## config.mk

```make
export PLATFORM = sky130hd
export DESIGN_NAME = nmea_rmc_gsv_sentence_parser
export DESIGN_NICKNAME = d
export VERILOG_FILES = /design/src/nrgsp_pkg.sv /design/src/nrgsp_line.sv /design/src/nrgsp_commit.sv /design/src/nmea_rmc_gsv_sentence_parser.sv
export SDC_FILE = /design/constraint.sdc
export NUM_CORES = 2
export LEC_CHECK = 0
export ABC_CLOCK_PERIOD_IN_PS = 23600
export BUFFER_PORTS_ARGS = -buffer_cell sky130_fd_sc_hd__buf_2
export CORE_MARGIN = 4
export CORE_UTILIZATION = 65
export DETAILED_ROUTE_END_ITERATION = 8
export GPL_ROUTABILITY_DRIVEN = 0
export GPL_TIMING_DRIVEN = 0
export PLACE_DENSITY = 0.84
export SLEW_MARGIN = 15
export SYNTH_ARGS = -nofsm -noshare
export SYNTH_HDL_FRONTEND = slang
export SYNTH_SLANG_ARGS = --single-unit
```

## constraint.sdc

```tcl
create_clock -name clock -period 23.6 [get_ports clock]
set_input_delay 4.72 -clock clock [delete_from_list [all_inputs] [get_ports clock]]
set_output_delay 4.72 -clock clock [all_outputs]
set_load 0.005 [all_outputs]
```

## src/nrgsp_pkg.sv

```systemverilog
// Package: constants, types and helper functions for the NMEA RMC/GSV parser.
`timescale 1ns / 1ps
`default_nettype none
package nrgsp_pkg;

   localparam int MaxLineBytes = 128;

   localparam logic [2:0] ST_BAD_SUM   = 3'd0;
   localparam logic [2:0] ST_UNKNOWN   = 3'd1;
   localparam logic [2:0] ST_RMC_FIX   = 3'd2;
   localparam logic [2:0] ST_RMC_NOFIX = 3'd3;
   localparam logic [2:0] ST_RMC_BAD   = 3'd4;
   localparam logic [2:0] ST_GSV_OK    = 3'd5;
   localparam logic [2:0] ST_GSV_BAD   = 3'd6;
   localparam logic [2:0] ST_TOO_LONG  = 3'd7;

   localparam logic [7:0] CH_CR    = 8'h0D;
   localparam logic [7:0] CH_LF    = 8'h0A;
   localparam logic [7:0] CH_COMMA = 8'h2C;
   localparam logic [7:0] CH_STAR  = 8'h2A;
   localparam logic [7:0] CH_DOT   = 8'h2E;
   localparam logic [7:0] CH_ZERO  = 8'h30;
   localparam logic [7:0] CH_V     = 8'h56;
   localparam logic [7:0] CH_S     = 8'h53;
   localparam logic [7:0] CH_W     = 8'h57;

   localparam logic [6:0] RMC_FIELDS = 7'd13;

   // per-line parse state
   typedef struct packed {
      logic [7:0]  line_len;
      logic [6:0]  field_num;
      logic [6:0]  char_pos;
      logic [7:0]  xsum;
      logic        after_star;
      logic [7:0]  hex_val;
      logic        hex_bad;
      logic [1:0]  type_bits;
      logic        parse_err;
      logic        fix_err;
      logic [7:0]  sats_acc;
      logic [1:0]  frac_cnt;
      logic        dot_seen;
      logic [31:0] p_time;
      logic [31:0] p_lat;
      logic [31:0] p_lon;
      logic [31:0] p_speed;
      logic [31:0] p_course;
      logic [2:0]  hemi;
   } line_state_type;

   typedef struct packed {
      logic [31:0] utc;
      logic [31:0] lat;
      logic [31:0] lon;
      logic [31:0] speed;
      logic [31:0] course;
      logic [7:0]  sats;
      logic [7:0]  vhist;
   } store_type;

   function automatic logic [7:0] tag_rmc(input logic [2:0] p);
      case (p)
         3'd0: tag_rmc = 8'h24;
         3'd1: tag_rmc = 8'h47;
         3'd2: tag_rmc = 8'h50;
         3'd3: tag_rmc = 8'h52;
         3'd4: tag_rmc = 8'h4D;
         3'd5: tag_rmc = 8'h43;
         default: tag_rmc = 8'h00;
      endcase
   endfunction

   function automatic logic [7:0] tag_gsv(input logic [2:0] p);
      case (p)
         3'd0: tag_gsv = 8'h24;
         3'd1: tag_gsv = 8'h47;
         3'd2: tag_gsv = 8'h50;
         3'd3: tag_gsv = 8'h47;
         3'd4: tag_gsv = 8'h53;
         3'd5: tag_gsv = 8'h56;
         default: tag_gsv = 8'h00;
      endcase
   endfunction

   function automatic logic [25:0] w_time(input logic [3:0] p);
      case (p)
         4'd0: w_time = 26'd36000000;
         4'd1: w_time = 26'd3600000;
         4'd2: w_time = 26'd600000;
         4'd3: w_time = 26'd60000;
         4'd4: w_time = 26'd10000;
         4'd5: w_time = 26'd1000;
         4'd7: w_time = 26'd100;
         4'd8: w_time = 26'd10;
         4'd9: w_time = 26'd1;
         default: w_time = 26'd0;
      endcase
   endfunction

   function automatic logic [25:0] w_lat(input logic [3:0] p);
      case (p)
         4'd0: w_lat = 26'd6000000;
         4'd1: w_lat = 26'd600000;
         4'd2: w_lat = 26'd100000;
         4'd3: w_lat = 26'd10000;
         4'd5: w_lat = 26'd1000;
         4'd6: w_lat = 26'd100;
         4'd7: w_lat = 26'd10;
         4'd8: w_lat = 26'd1;
         default: w_lat = 26'd0;
      endcase
   endfunction

   function automatic logic [25:0] w_lon(input logic [3:0] p);
      case (p)
         4'd0: w_lon = 26'd60000000;
         4'd1: w_lon = 26'd6000000;
         4'd2: w_lon = 26'd600000;
         4'd3: w_lon = 26'd100000;
         4'd4: w_lon = 26'd10000;
         4'd6: w_lon = 26'd1000;
         4'd7: w_lon = 26'd100;
         4'd8: w_lon = 26'd10;
         4'd9: w_lon = 26'd1;
         default: w_lon = 26'd0;
      endcase
   endfunction

endpackage
`default_nettype wire

```

## src/nrgsp_line.sv

```systemverilog
// Per-character line parser: checksum, type match, field accumulators.
`timescale 1ns / 1ps
`default_nettype none
module nrgsp_line import nrgsp_pkg::*; (
   input  wire logic           clock,
   input  wire logic           reset,
   input  wire logic           step,     // a non-LF, non-CR character is taken
   input  wire logic           clear,    // LF taken: restart line
   input  wire logic [7:0]     c,
   output line_state_type      st
);

   line_state_type st_ff, st_in;

   assign st = st_ff;

   function automatic logic is_dig(input logic [7:0] x);
      is_dig = (x >= 8'h30) && (x <= 8'h39);
   endfunction

   function automatic line_state_type reset_line();
      line_state_type r;
      r = '0;
      r.type_bits = 2'b11;
      reset_line = r;
   endfunction

   logic [3:0]  d;
   logic [7:0]  up;
   logic [3:0]  hx;
   logic        hx_ok;
   logic [3:0]  p4;
   logic [31:0] fx_add;

   always_comb begin
      d  = 4'(c - CH_ZERO);
      up = ((c >= 8'h61) && (c <= 8'h7A)) ? 8'(c - 8'd32) : c;
      hx_ok = 1'b1;
      hx = 4'd0;
      if (is_dig(c)) hx = d;
      else if (c >= 8'h41 && c <= 8'h46) hx = 4'(c - 8'h37);
      else if (c >= 8'h61 && c <= 8'h66) hx = 4'(c - 8'h57);
      else hx_ok = 1'b0;
      p4 = (st_ff.char_pos < 7'd10) ? st_ff.char_pos[3:0] : 4'd15;
      fx_add = '0;
      case (st_ff.field_num)
         7'd1: fx_add = 32'(d) * 32'(w_time(p4));
         7'd3: fx_add = 32'(d) * 32'(w_lat(p4));
         7'd5: fx_add = 32'(d) * 32'(w_lon(p4));
         default: fx_add = '0;
      endcase
   end

   always_comb begin
      logic dot_pos;
      logic bad_fixed;
      logic [31:0] dv;
      logic [31:0] acc;
      logic first;
      st_in = st_ff;
      dot_pos = 1'b0;
      bad_fixed = 1'b0;
      dv = 32'(d);
      acc = 32'd0;
      first = (st_ff.line_len == 8'd0);
      if (clear) begin
         st_in = reset_line();
      end else if (step) begin
         if (st_ff.after_star) begin
            if (!hx_ok) st_in.hex_bad = 1'b1;
            else st_in.hex_val = {st_ff.hex_val[3:0], hx};
         end else if (!first && c == CH_STAR || !first && c == CH_COMMA) begin
            if (c == CH_STAR) st_in.after_star = 1'b1;
            else st_in.xsum = st_ff.xsum ^ c;
            // field end
            if (st_ff.field_num == 7'd0) begin
               if (st_ff.char_pos != 7'd6) st_in.type_bits = 2'b00;
            end else if (st_ff.type_bits[0]) begin
               if (st_ff.field_num == 7'd1 && st_ff.char_pos < 7'd7) st_in.parse_err = 1'b1;
               if (st_ff.field_num == 7'd3 && st_ff.char_pos < 7'd5) st_in.fix_err = 1'b1;
               if (st_ff.field_num == 7'd5 && st_ff.char_pos < 7'd6) st_in.fix_err = 1'b1;
               if ((st_ff.field_num == 7'd7 || st_ff.field_num == 7'd8) && !st_ff.dot_seen)
                  st_in.fix_err = 1'b1;
            end
            st_in.dot_seen = 1'b0;
            st_in.frac_cnt = 2'd0;
            st_in.char_pos = 7'd0;
            if (st_ff.field_num < 7'd127) st_in.field_num = 7'(st_ff.field_num + 7'd1);
         end else begin
            if (!first) st_in.xsum = st_ff.xsum ^ c;
            // field character
            if (st_ff.field_num == 7'd0) begin
               if (st_ff.char_pos >= 7'd6 || up != tag_rmc(st_ff.char_pos[2:0]))
                  st_in.type_bits[0] = 1'b0;
               if (st_ff.char_pos >= 7'd6 || up != tag_gsv(st_ff.char_pos[2:0]))
                  st_in.type_bits[1] = 1'b0;
            end else if (st_ff.type_bits[0]) begin
               case (st_ff.field_num)
                  7'd1, 7'd3, 7'd5: begin
                     dot_pos = (st_ff.field_num == 7'd1) ? (st_ff.char_pos == 7'd6) :
                               (st_ff.field_num == 7'd3) ? (st_ff.char_pos == 7'd4) :
                                                           (st_ff.char_pos == 7'd5);
                     bad_fixed = dot_pos ? (c != CH_DOT) : !is_dig(c);
                     if (bad_fixed) begin
                        if (st_ff.field_num == 7'd1) st_in.parse_err = 1'b1;
                        else st_in.fix_err = 1'b1;
                     end else if (!dot_pos) begin
                        case (st_ff.field_num)
                           7'd1: st_in.p_time = st_ff.p_time + fx_add;
                           7'd3: st_in.p_lat  = st_ff.p_lat + fx_add;
                           default: st_in.p_lon = st_ff.p_lon + fx_add;
                        endcase
                     end
                  end
                  7'd2: if (st_ff.char_pos == 7'd0 && c == CH_V) st_in.hemi[2] = 1'b1;
                  7'd4: if (st_ff.char_pos == 7'd0 && c == CH_S) st_in.hemi[0] = 1'b1;
                  7'd6: if (st_ff.char_pos == 7'd0 && c == CH_W) st_in.hemi[1] = 1'b1;
                  7'd7, 7'd8: begin
                     acc = (st_ff.field_num == 7'd7) ? st_ff.p_speed : st_ff.p_course;
                     if (c == CH_DOT && !st_ff.dot_seen && st_ff.char_pos != 7'd0) begin
                        st_in.dot_seen = 1'b1;
                     end else if (!is_dig(c)) begin
                        st_in.fix_err = 1'b1;
                     end else if (!st_ff.dot_seen) begin
                        acc = (acc << 3) + (acc << 1) + dv * 32'd100;
                     end else if (st_ff.frac_cnt < 2'd2) begin
                        acc = acc + ((st_ff.frac_cnt == 2'd0) ? dv * 32'd10 : dv);
                        st_in.frac_cnt = 2'(st_ff.frac_cnt + 2'd1);
                     end
                     if (st_ff.field_num == 7'd7) st_in.p_speed = acc;
                     else st_in.p_course = acc;
                  end
                  default: ;
               endcase
            end else if (st_ff.type_bits[1] && st_ff.field_num == 7'd3) begin
               if (is_dig(c))
                  st_in.sats_acc = 8'((st_ff.sats_acc << 3) + (st_ff.sats_acc << 1) + 8'(d));
               else st_in.parse_err = 1'b1;
            end
            if (st_ff.char_pos < 7'd127) st_in.char_pos = 7'(st_ff.char_pos + 7'd1);
         end
         if (st_ff.line_len < 8'd255) st_in.line_len = 8'(st_ff.line_len + 8'd1);
      end
   end

   always_ff @(posedge clock) begin
      if (reset) st_ff <= reset_line();
      else st_ff <= st_in;
   end

endmodule
`default_nettype wire

```

## src/nrgsp_commit.sv

```systemverilog
// Line-end decision: status, commit of stored values, validity history.
`timescale 1ns / 1ps
`default_nettype none
module nrgsp_commit import nrgsp_pkg::*; (
   input  wire logic       clock,
   input  wire logic       reset,
   input  wire logic       line_end,
   input  line_state_type  st,
   output logic [2:0]      status,
   output store_type       store_next
);

   store_type sto_ff;

   always_comb begin
      store_next = sto_ff;
      status = ST_BAD_SUM;
      if (st.line_len > 8'(MaxLineBytes - 1)) begin
         status = ST_TOO_LONG;
      end else if (!st.after_star || st.hex_bad || st.xsum != st.hex_val) begin
         status = ST_BAD_SUM;
      end else if (st.type_bits == 2'b00) begin
         status = ST_UNKNOWN;
      end else if (st.type_bits[0]) begin
         if (st.field_num != RMC_FIELDS) begin
            status = ST_RMC_BAD;
         end else begin
            store_next.vhist = {sto_ff.vhist[6:0], 1'b0};
            if (st.parse_err) begin
               status = ST_RMC_BAD;
            end else if (st.hemi[2]) begin
               store_next.utc = st.p_time;
               status = ST_RMC_NOFIX;
            end else if (st.fix_err) begin
               status = ST_RMC_BAD;
            end else begin
               store_next.utc = st.p_time;
               store_next.lat = st.hemi[0] ? 32'(-st.p_lat) : st.p_lat;
               store_next.lon = st.hemi[1] ? 32'(-st.p_lon) : st.p_lon;
               store_next.speed = st.p_speed;
               store_next.course = st.p_course;
               store_next.vhist = {sto_ff.vhist[6:0], 1'b1};
               status = ST_RMC_FIX;
            end
         end
      end else if (st.field_num <= 7'd4 || st.parse_err) begin
         status = ST_GSV_BAD;
      end else begin
         store_next.sats = st.sats_acc;
         status = ST_GSV_OK;
      end
   end

   always_ff @(posedge clock) begin
      if (reset) sto_ff <= '0;
      else if (line_end) sto_ff <= store_next;
   end

endmodule
`default_nettype wire

```

## src/nmea_rmc_gsv_sentence_parser.sv

```systemverilog
// Top level of the NMEA RMC/GSV sentence parser.
//  channel | dir | contents
//  req_    | in  | one ASCII character per transfer
//  rsp_    | out | status and stored values, one transfer per LF
// One byte per cycle unless stalled; a result shows the cycle after its LF.
// Parse state lives in one register set updated by short logic per byte.
// A single output register holds a result; the input stalls while that
// register is full and rsp_tready is low, whatever the incoming byte.
// Reset clears all parse and stored state.
`timescale 1ns / 1ps
`default_nettype none
module nmea_rmc_gsv_sentence_parser import nrgsp_pkg::*; (
   input  wire logic         clock,
   input  wire logic         reset,
   input  wire logic         req_tvalid,
   output logic              req_tready,
   input  wire logic [7:0]   req_tdata,   // rx_byte
   output logic              rsp_tvalid,
   input  wire logic         rsp_tready,
   // line_status, utc_ms, latitude, longitude, ground_speed, ground_course,
   // sats_in_view, valid_history
   output logic [151:0]      rsp_tdata
);

   line_state_type st;
   store_type      nxt;
   logic [2:0]     status;
   logic           take, is_lf, is_cr;
   logic           rv_ff;
   logic [151:0]   rd_ff;

   assign req_tready = !rv_ff || rsp_tready;
   assign take  = req_tvalid && req_tready;
   assign is_lf = req_tdata == CH_LF;
   assign is_cr = req_tdata == CH_CR;

   nrgsp_line u_line (
      .clock(clock), .reset(reset),
      .step(take && !is_lf && !is_cr), .clear(take && is_lf),
      .c(req_tdata), .st(st)
   );

   nrgsp_commit u_commit (
      .clock(clock), .reset(reset), .line_end(take && is_lf),
      .st(st), .status(status), .store_next(nxt)
   );

   always_ff @(posedge clock) begin
      if (reset) rv_ff <= 1'b0;
      else if (take && is_lf) rv_ff <= 1'b1;
      else if (rsp_tready) rv_ff <= 1'b0;
   end

   always_ff @(posedge clock) begin
      if (take && is_lf)
         rd_ff <= {5'b00000, nxt.vhist, nxt.sats, nxt.course[15:0], nxt.speed[15:0],
                   nxt.lon, nxt.lat, nxt.utc, status};
   end

   assign rsp_tvalid = rv_ff;
   assign rsp_tdata  = rd_ff;

endmodule
`default_nettype wire

```

Word-level counts from Yosys, hierarchy flattened. Memory sizes are Yosys's and may differ from the RTL's. Cells that the tools add are included.

Add/subtract/negate cells: 18. Multiply operators: 5. Order comparisons: 18. Eq/ne operators: 46. Mux-type cells: 117. Bitwise logic cells: 17. Reduce and logical (&&, ||, !) cells: 81.

Operators by type and width (number): 2-to-1 mux 176 bit (4); 2-to-1 mux 160 bit (4); 2-to-1 mux 32 bit (13); 2-to-1 mux 96 bit (3); 2-to-1 mux 8 bit (21); 2-to-1 mux 166 bit (1); 2-to-1 mux 128 bit (1); adder 32 x 30 -> 32 bit (3); multiplier 4 x 26 -> 30 bit (3); case mux 30 bit (3 select lines) (1); 2-to-1 mux 26 bit (3); adder 32 bit (2); 2-to-1 mux 64 bit (1); negation 32 bit (2); equality test 7 x 3 -> 1 bit, second input constant (7); AND reduction 9 bit (5); case mux 7 bit (6 select lines) (1); AND reduction 7 bit (6); 2-to-1 mux 1 bit (35); case mux 7 bit (5 select lines) (1); adder 32 x 11 -> 32 bit (1); 2-to-1 mux 3 bit (9); equality test 8 x 6 -> 1 bit, second input constant (3); equality test 8 x 7 -> 1 bit, second input constant (3); other kinds (64) (169).

Register bits after elaboration: 542. ROM bits: 1024. Input bits: 12. Logic and storage cells: 339. Memories: 3.

Memories: (no name shown) (words 16, width 23, read ports 1, clocked after memory_dff 0, write ports 0, line nrgsp_pkg.sv:87) `case (p)`; (no name shown) (words 16, width 22, read ports 1, clocked after memory_dff 0, write ports 0, line nrgsp_pkg.sv:116) `case (p)`; (no name shown) (words 16, width 19, read ports 1, clocked after memory_dff 0, write ports 0, line nrgsp_pkg.sv:102) `case (p)`.

Depth between registers and ports, before layout. An unclocked memory read counts as a cell.

Depth after elaboration: 14. Mapped depth: 39. Depth with buffers taken out: 37.

Modules after synthesis. From an unflattened synthesis, not the netlist that was laid out.

Cell total of the unflattened synthesis: 4925. Area total of the unflattened synthesis: 40362.5 µm².

Modules (own cells, without submodules): nrgsp_line (instances 1, cells an instance 3387, area each 25723.4 µm²); nrgsp_commit (instances 1, cells an instance 1371, area each 10090.9 µm²); nmea_rmc_gsv_sentence_parser (instances 1, cells an instance 167, area each 4548.1 µm²).

Worst setup path before layout. Ideal clock, no wire load.

Path kind: input port to flip-flop. Start: input req_tdata[0]. End: register rd_ff[0], in the netlist rsp_tdata[0], enable pin. Arrival time: 15.580 ns. Required time: 22.767 ns. Setup slack: 7.187 ns. Stages on the path: 6. Path buffers: 2. Path through: clkbuf_1 inv_1 clkbuf_1 ha_1 nand2_1 nor3_1.

Longest elaborated chain between the ends: 2.

Ends and longest elaborated chain: from (decl) (line nmea_rmc_gsv_sentence_parser.sv:17) `input wire logic [7:0] req_tdata,`; equality test 8 x 4 -> 1 bit (line nmea_rmc_gsv_sentence_parser.sv:34) `assign is_lf = req_tdata == CH_LF;`; logical AND 1 bit; named net u_commit.line_end (line nrgsp_commit.sv:7) `input wire logic line_end,`; to (signal assigned) (line nmea_rmc_gsv_sentence_parser.sv:56) `rd_ff <= {5'b00000, nxt.vhist, nxt.sats, nxt.course[15:0], nxt.speed[15:0],`; to (decl) (line nmea_rmc_gsv_sentence_parser.sv:30) `logic [151:0] rd_ff;`.

The timed path passes the listed nets, and every way through them passes these cells. A chain may end at the register's enable or synchronous reset.

Worst setup path in the final report.
Start: input req_tdata[1]. End: register u_line.st_ff (netlist bit u_line.st[161]).

Longest elaborated chain between the ends: 6. Elaborated cells between the ends (all ways): 28. Those cells by class: add/sub: 2; mul: 3; order compare: 2; eq/ne: 5; mux: 2; bitwise: 2; reduce/logical: 12.

Ends and longest elaborated chain: branches (longest 6 deep; another with adder 32 x 30 -> 32 bit); to (signal assigned) (line nrgsp_line.sv:147) `if (reset) st_ff <= reset_line();`; to (signal assigned) (line nrgsp_line.sv:148) `else st_ff <= st_in;`; to (decl) (line nrgsp_line.sv:13) `line_state_type st_ff, st_in;`.

Several ways; the timed one is not identified.

==> results.toml <==
[floorplanning]
rows = 84
core_um2 = 53000
ios = 166
die_h_um = 240
die_w_um = 240
dieArea_um2 = 57600
start_util_pct = 66.1

[detailed_routing]
drt-initial-drc-count = 3655
ant_nets = 0
drcViolationCount = 0
first_pass_iters = 8
wl_per_cell_um = 20.5
routed_wl_um = 106000
via_count = 32863
vias_per_cell = 6.33

[final_layout]
multi_input_area_um2 = 22200
area_growth_pct = 10.4
n_fill_cell = 3963
seq_area_um2 = 11000
post-route-cell-area_um2 = 38700
final_nets = 4884
drive_gt1_share_pct = 8.53

[synthesis]
synth_edf_count = 147
synth_top_area_cell = "dfxtp_1"
ys_ff_latch = 478
seq_area_frac_synth_pct = 31.5
ys_top_cells_by_area = "dfxtp_1, edfxtp_1, ha_1, nand2_1, fa_1"
syn-mean-instance-area_um2 = 8.29
yosysWarnings = 0
netlist_instances = 4223
synthDistinctLibCells = 93
netlist.area_leader.share_pct = 18.9
post-synth-top-count-cell = "nand2_1"
synth_ff_type = "dfxtp_1"
synth_async_sr_flop_share_pct = 0
ys_top_cells_by_count = "nand2_1, a21oi_1, dfxtp_1"
netlist_area_um2 = 35000

[sta]
worstMarginPinSlew_ps = 1450
setup_viol = 0
finClkSkew_ps = 29.7
hold_viol = 0
relSlewSlack_pct = 2.18
finalSetupTns_ps = 0
rsz0062_at_grt = "false"
min_period_ps = 13010
final_max_slew_viol_count = 0
fmax_mhz = 76.9
period_share_pct = 55.1

[power]
p_leak_nw = 17.3
fin_total_pwr_w = 0.00211
p_int_w = 0.00149
p_sw_w = 0.000622
swShare_pct = 29.5
powerDensity_nw_per_um2 = 54.6
p_comb_share_pct = 19.3
ir_worst_vdd_v = 0.0000505
seqPwrFrac_pct = 40.1
pwr-share-clk_pct = 40.6

[grt]
grt_pass1_wl_um = 165000
antenna_found_initial = 5
grt.total_usage_pct = 35.8
grt_pass1_vias = 30957
grt_max_degree = 19
grt_overflow = 0

[critical_path]
start_kind = "input pin"
cp_max_fo = 10
arrival_ps = 13470
slowest_stage = "o41ai_1"
endpoint_kind = "flip-flop"
cp_slowest_stage_delay_ps = 1070
crit_type = "in -> reg"
critPathRequiredTime_ps = 24060
ff2ff_path_depth = 33

[place]
numPortBuffers = 159
dpl.hpwl_um = 81000
postPlaceCellArea_um2 = 36900

[clock_tree]
clk_latency_ps = 610
hold_buffers = 0
cts_sinks = 478
cts_setup_buffers = 0
ctsResizeCount = 0
cts_inserted_buffers = 50
cts_tree = "done"
clk_pin_slew_ps = 60
cts.path.max_buffers = 3
h-tree-depth = 2
root_buffer = "clkbuf_16"

[job]
cap_viol_max_count = 0

[hold_path]
min_delay_path_depth = 2
hp-class = "reg -> reg"

[status]
outcome = "complete, no violations"
## state kept, by name, summed over array words and instances (netlist names)
| register | count |
|---|---|
| u_line.st | 186 |
| u_commit.sto_ff | 144 |
| rsp_tdata | 147 |
| rsp_tvalid | 1 |
## power by group through the flow
stage | clock (W) | sequential, W | combinational [W]
after detailed placement | 0 | 0.000864 | 0.000390
after floorplan | 0 | 0.000863 | 0.000294
final | 0.000858 | 0.000845 | 0.000408
after global routing | 0.000896 | 0.000845 | 0.000447
after CTS | 0.000860 | 0.000845 | 0.000393
after global placement | 0 | 0.000864 | 0.000380
## layer usage
layer | up-vias | routed length, µm | global-route usage (%)
li1 | 15146 | - | -
met1 | 15329 | 41600 | 47.2
met2 | 1941 | 45700 | 54.7
met3 | 441 | 12400 | 8.67
met4 | 6 | 6540 | 19.0
met5 | - | 36 | 0
## per-stage QoR
step                hold WS (ps)  std cells  util [%]  worst slack (ps)
global route                 464       5188      73.0             10500
global placement             434       5074      69.3              1840
floorplan                    428       4227         -              7190
CTS                          449       5188      72.9             11100
finish                       449       5191      73.0             10590
detailed placement           440       5094      69.6             10490
## critical path, delay by kind of cell
kind,cells,cell delay [ps]
adder cells (fa/ha/maj),4,1550
AO/OA/AOI/OAI,10,3280
buffers and inverters,3,1240
AND/OR/NAND/NOR,9,2070
XOR/XNOR,3,610
## cell usage in the layout, fill, tap and decap left out, types with 27 or more instances in the layout
cell type,synthesis,layout
nand3_1,68,68
a21o_1,76,76
nand4_1,27,27
xnor2_1,135,135
a211oi_1,42,42
a21oi_1,410,410
nor3_1,78,74
o21ai_0,229,221
and2_1,46,46
nand2_1,770,770
mux2_2,53,53
edfxtp_1,147,147
inv_1,280,280
nand2b_1,36,36
mux2i_1,35,35
dfxtp_1,331,331
o21a_1,27,27
xor2_1,130,130
or3_1,35,35
nor2b_1,31,31
ha_1,301,301
fa_1,113,113
and3_1,33,33
nor2_1,265,265
buf_2,11,172
o31ai_1,41,39
clkbuf_1,151,156
clkbuf_16,0,51
a31oi_1,29,29
## final timing paths
kind,startpoint,endpoint,slack [ps]
max,req_tdata[1],u_line.st[161],10590
min reg2reg,u_commit.sto_ff[153],u_commit.sto_ff[153],450
max reg2reg,u_line.st[198],u_line.st[160],12480
min,u_commit.sto_ff[153],u_commit.sto_ff[153],450
## area by class of cell
type | count | area share, %
multi-input combinational | 3280 | 57.5
sequential | 478 | 28.6
clock buffer | 60 | 3.49
inverter | 285 | 2.77
timing repair buffer | 179 | 2.46
tap | 688 | 2.23
buffer | 184 | 1.89
clock inverter | 34 | 1.10
antenna | 3 | 0.0194
## cells by family after synthesis
family	count (synthesis)	share of synthesized area, %
and+or+nand+nor	1471	18.7
AOI/OAI and AO/OA	1037	18.0
DFF	478	31.5
buffers and inverters	469	5.15
adders and majority gates	414	17.2
xor gates and xnor gates	265	6.63
muxes	88	2.71
other	1	0.0107
Note: power is estimated with default switching activity, not from simulation.
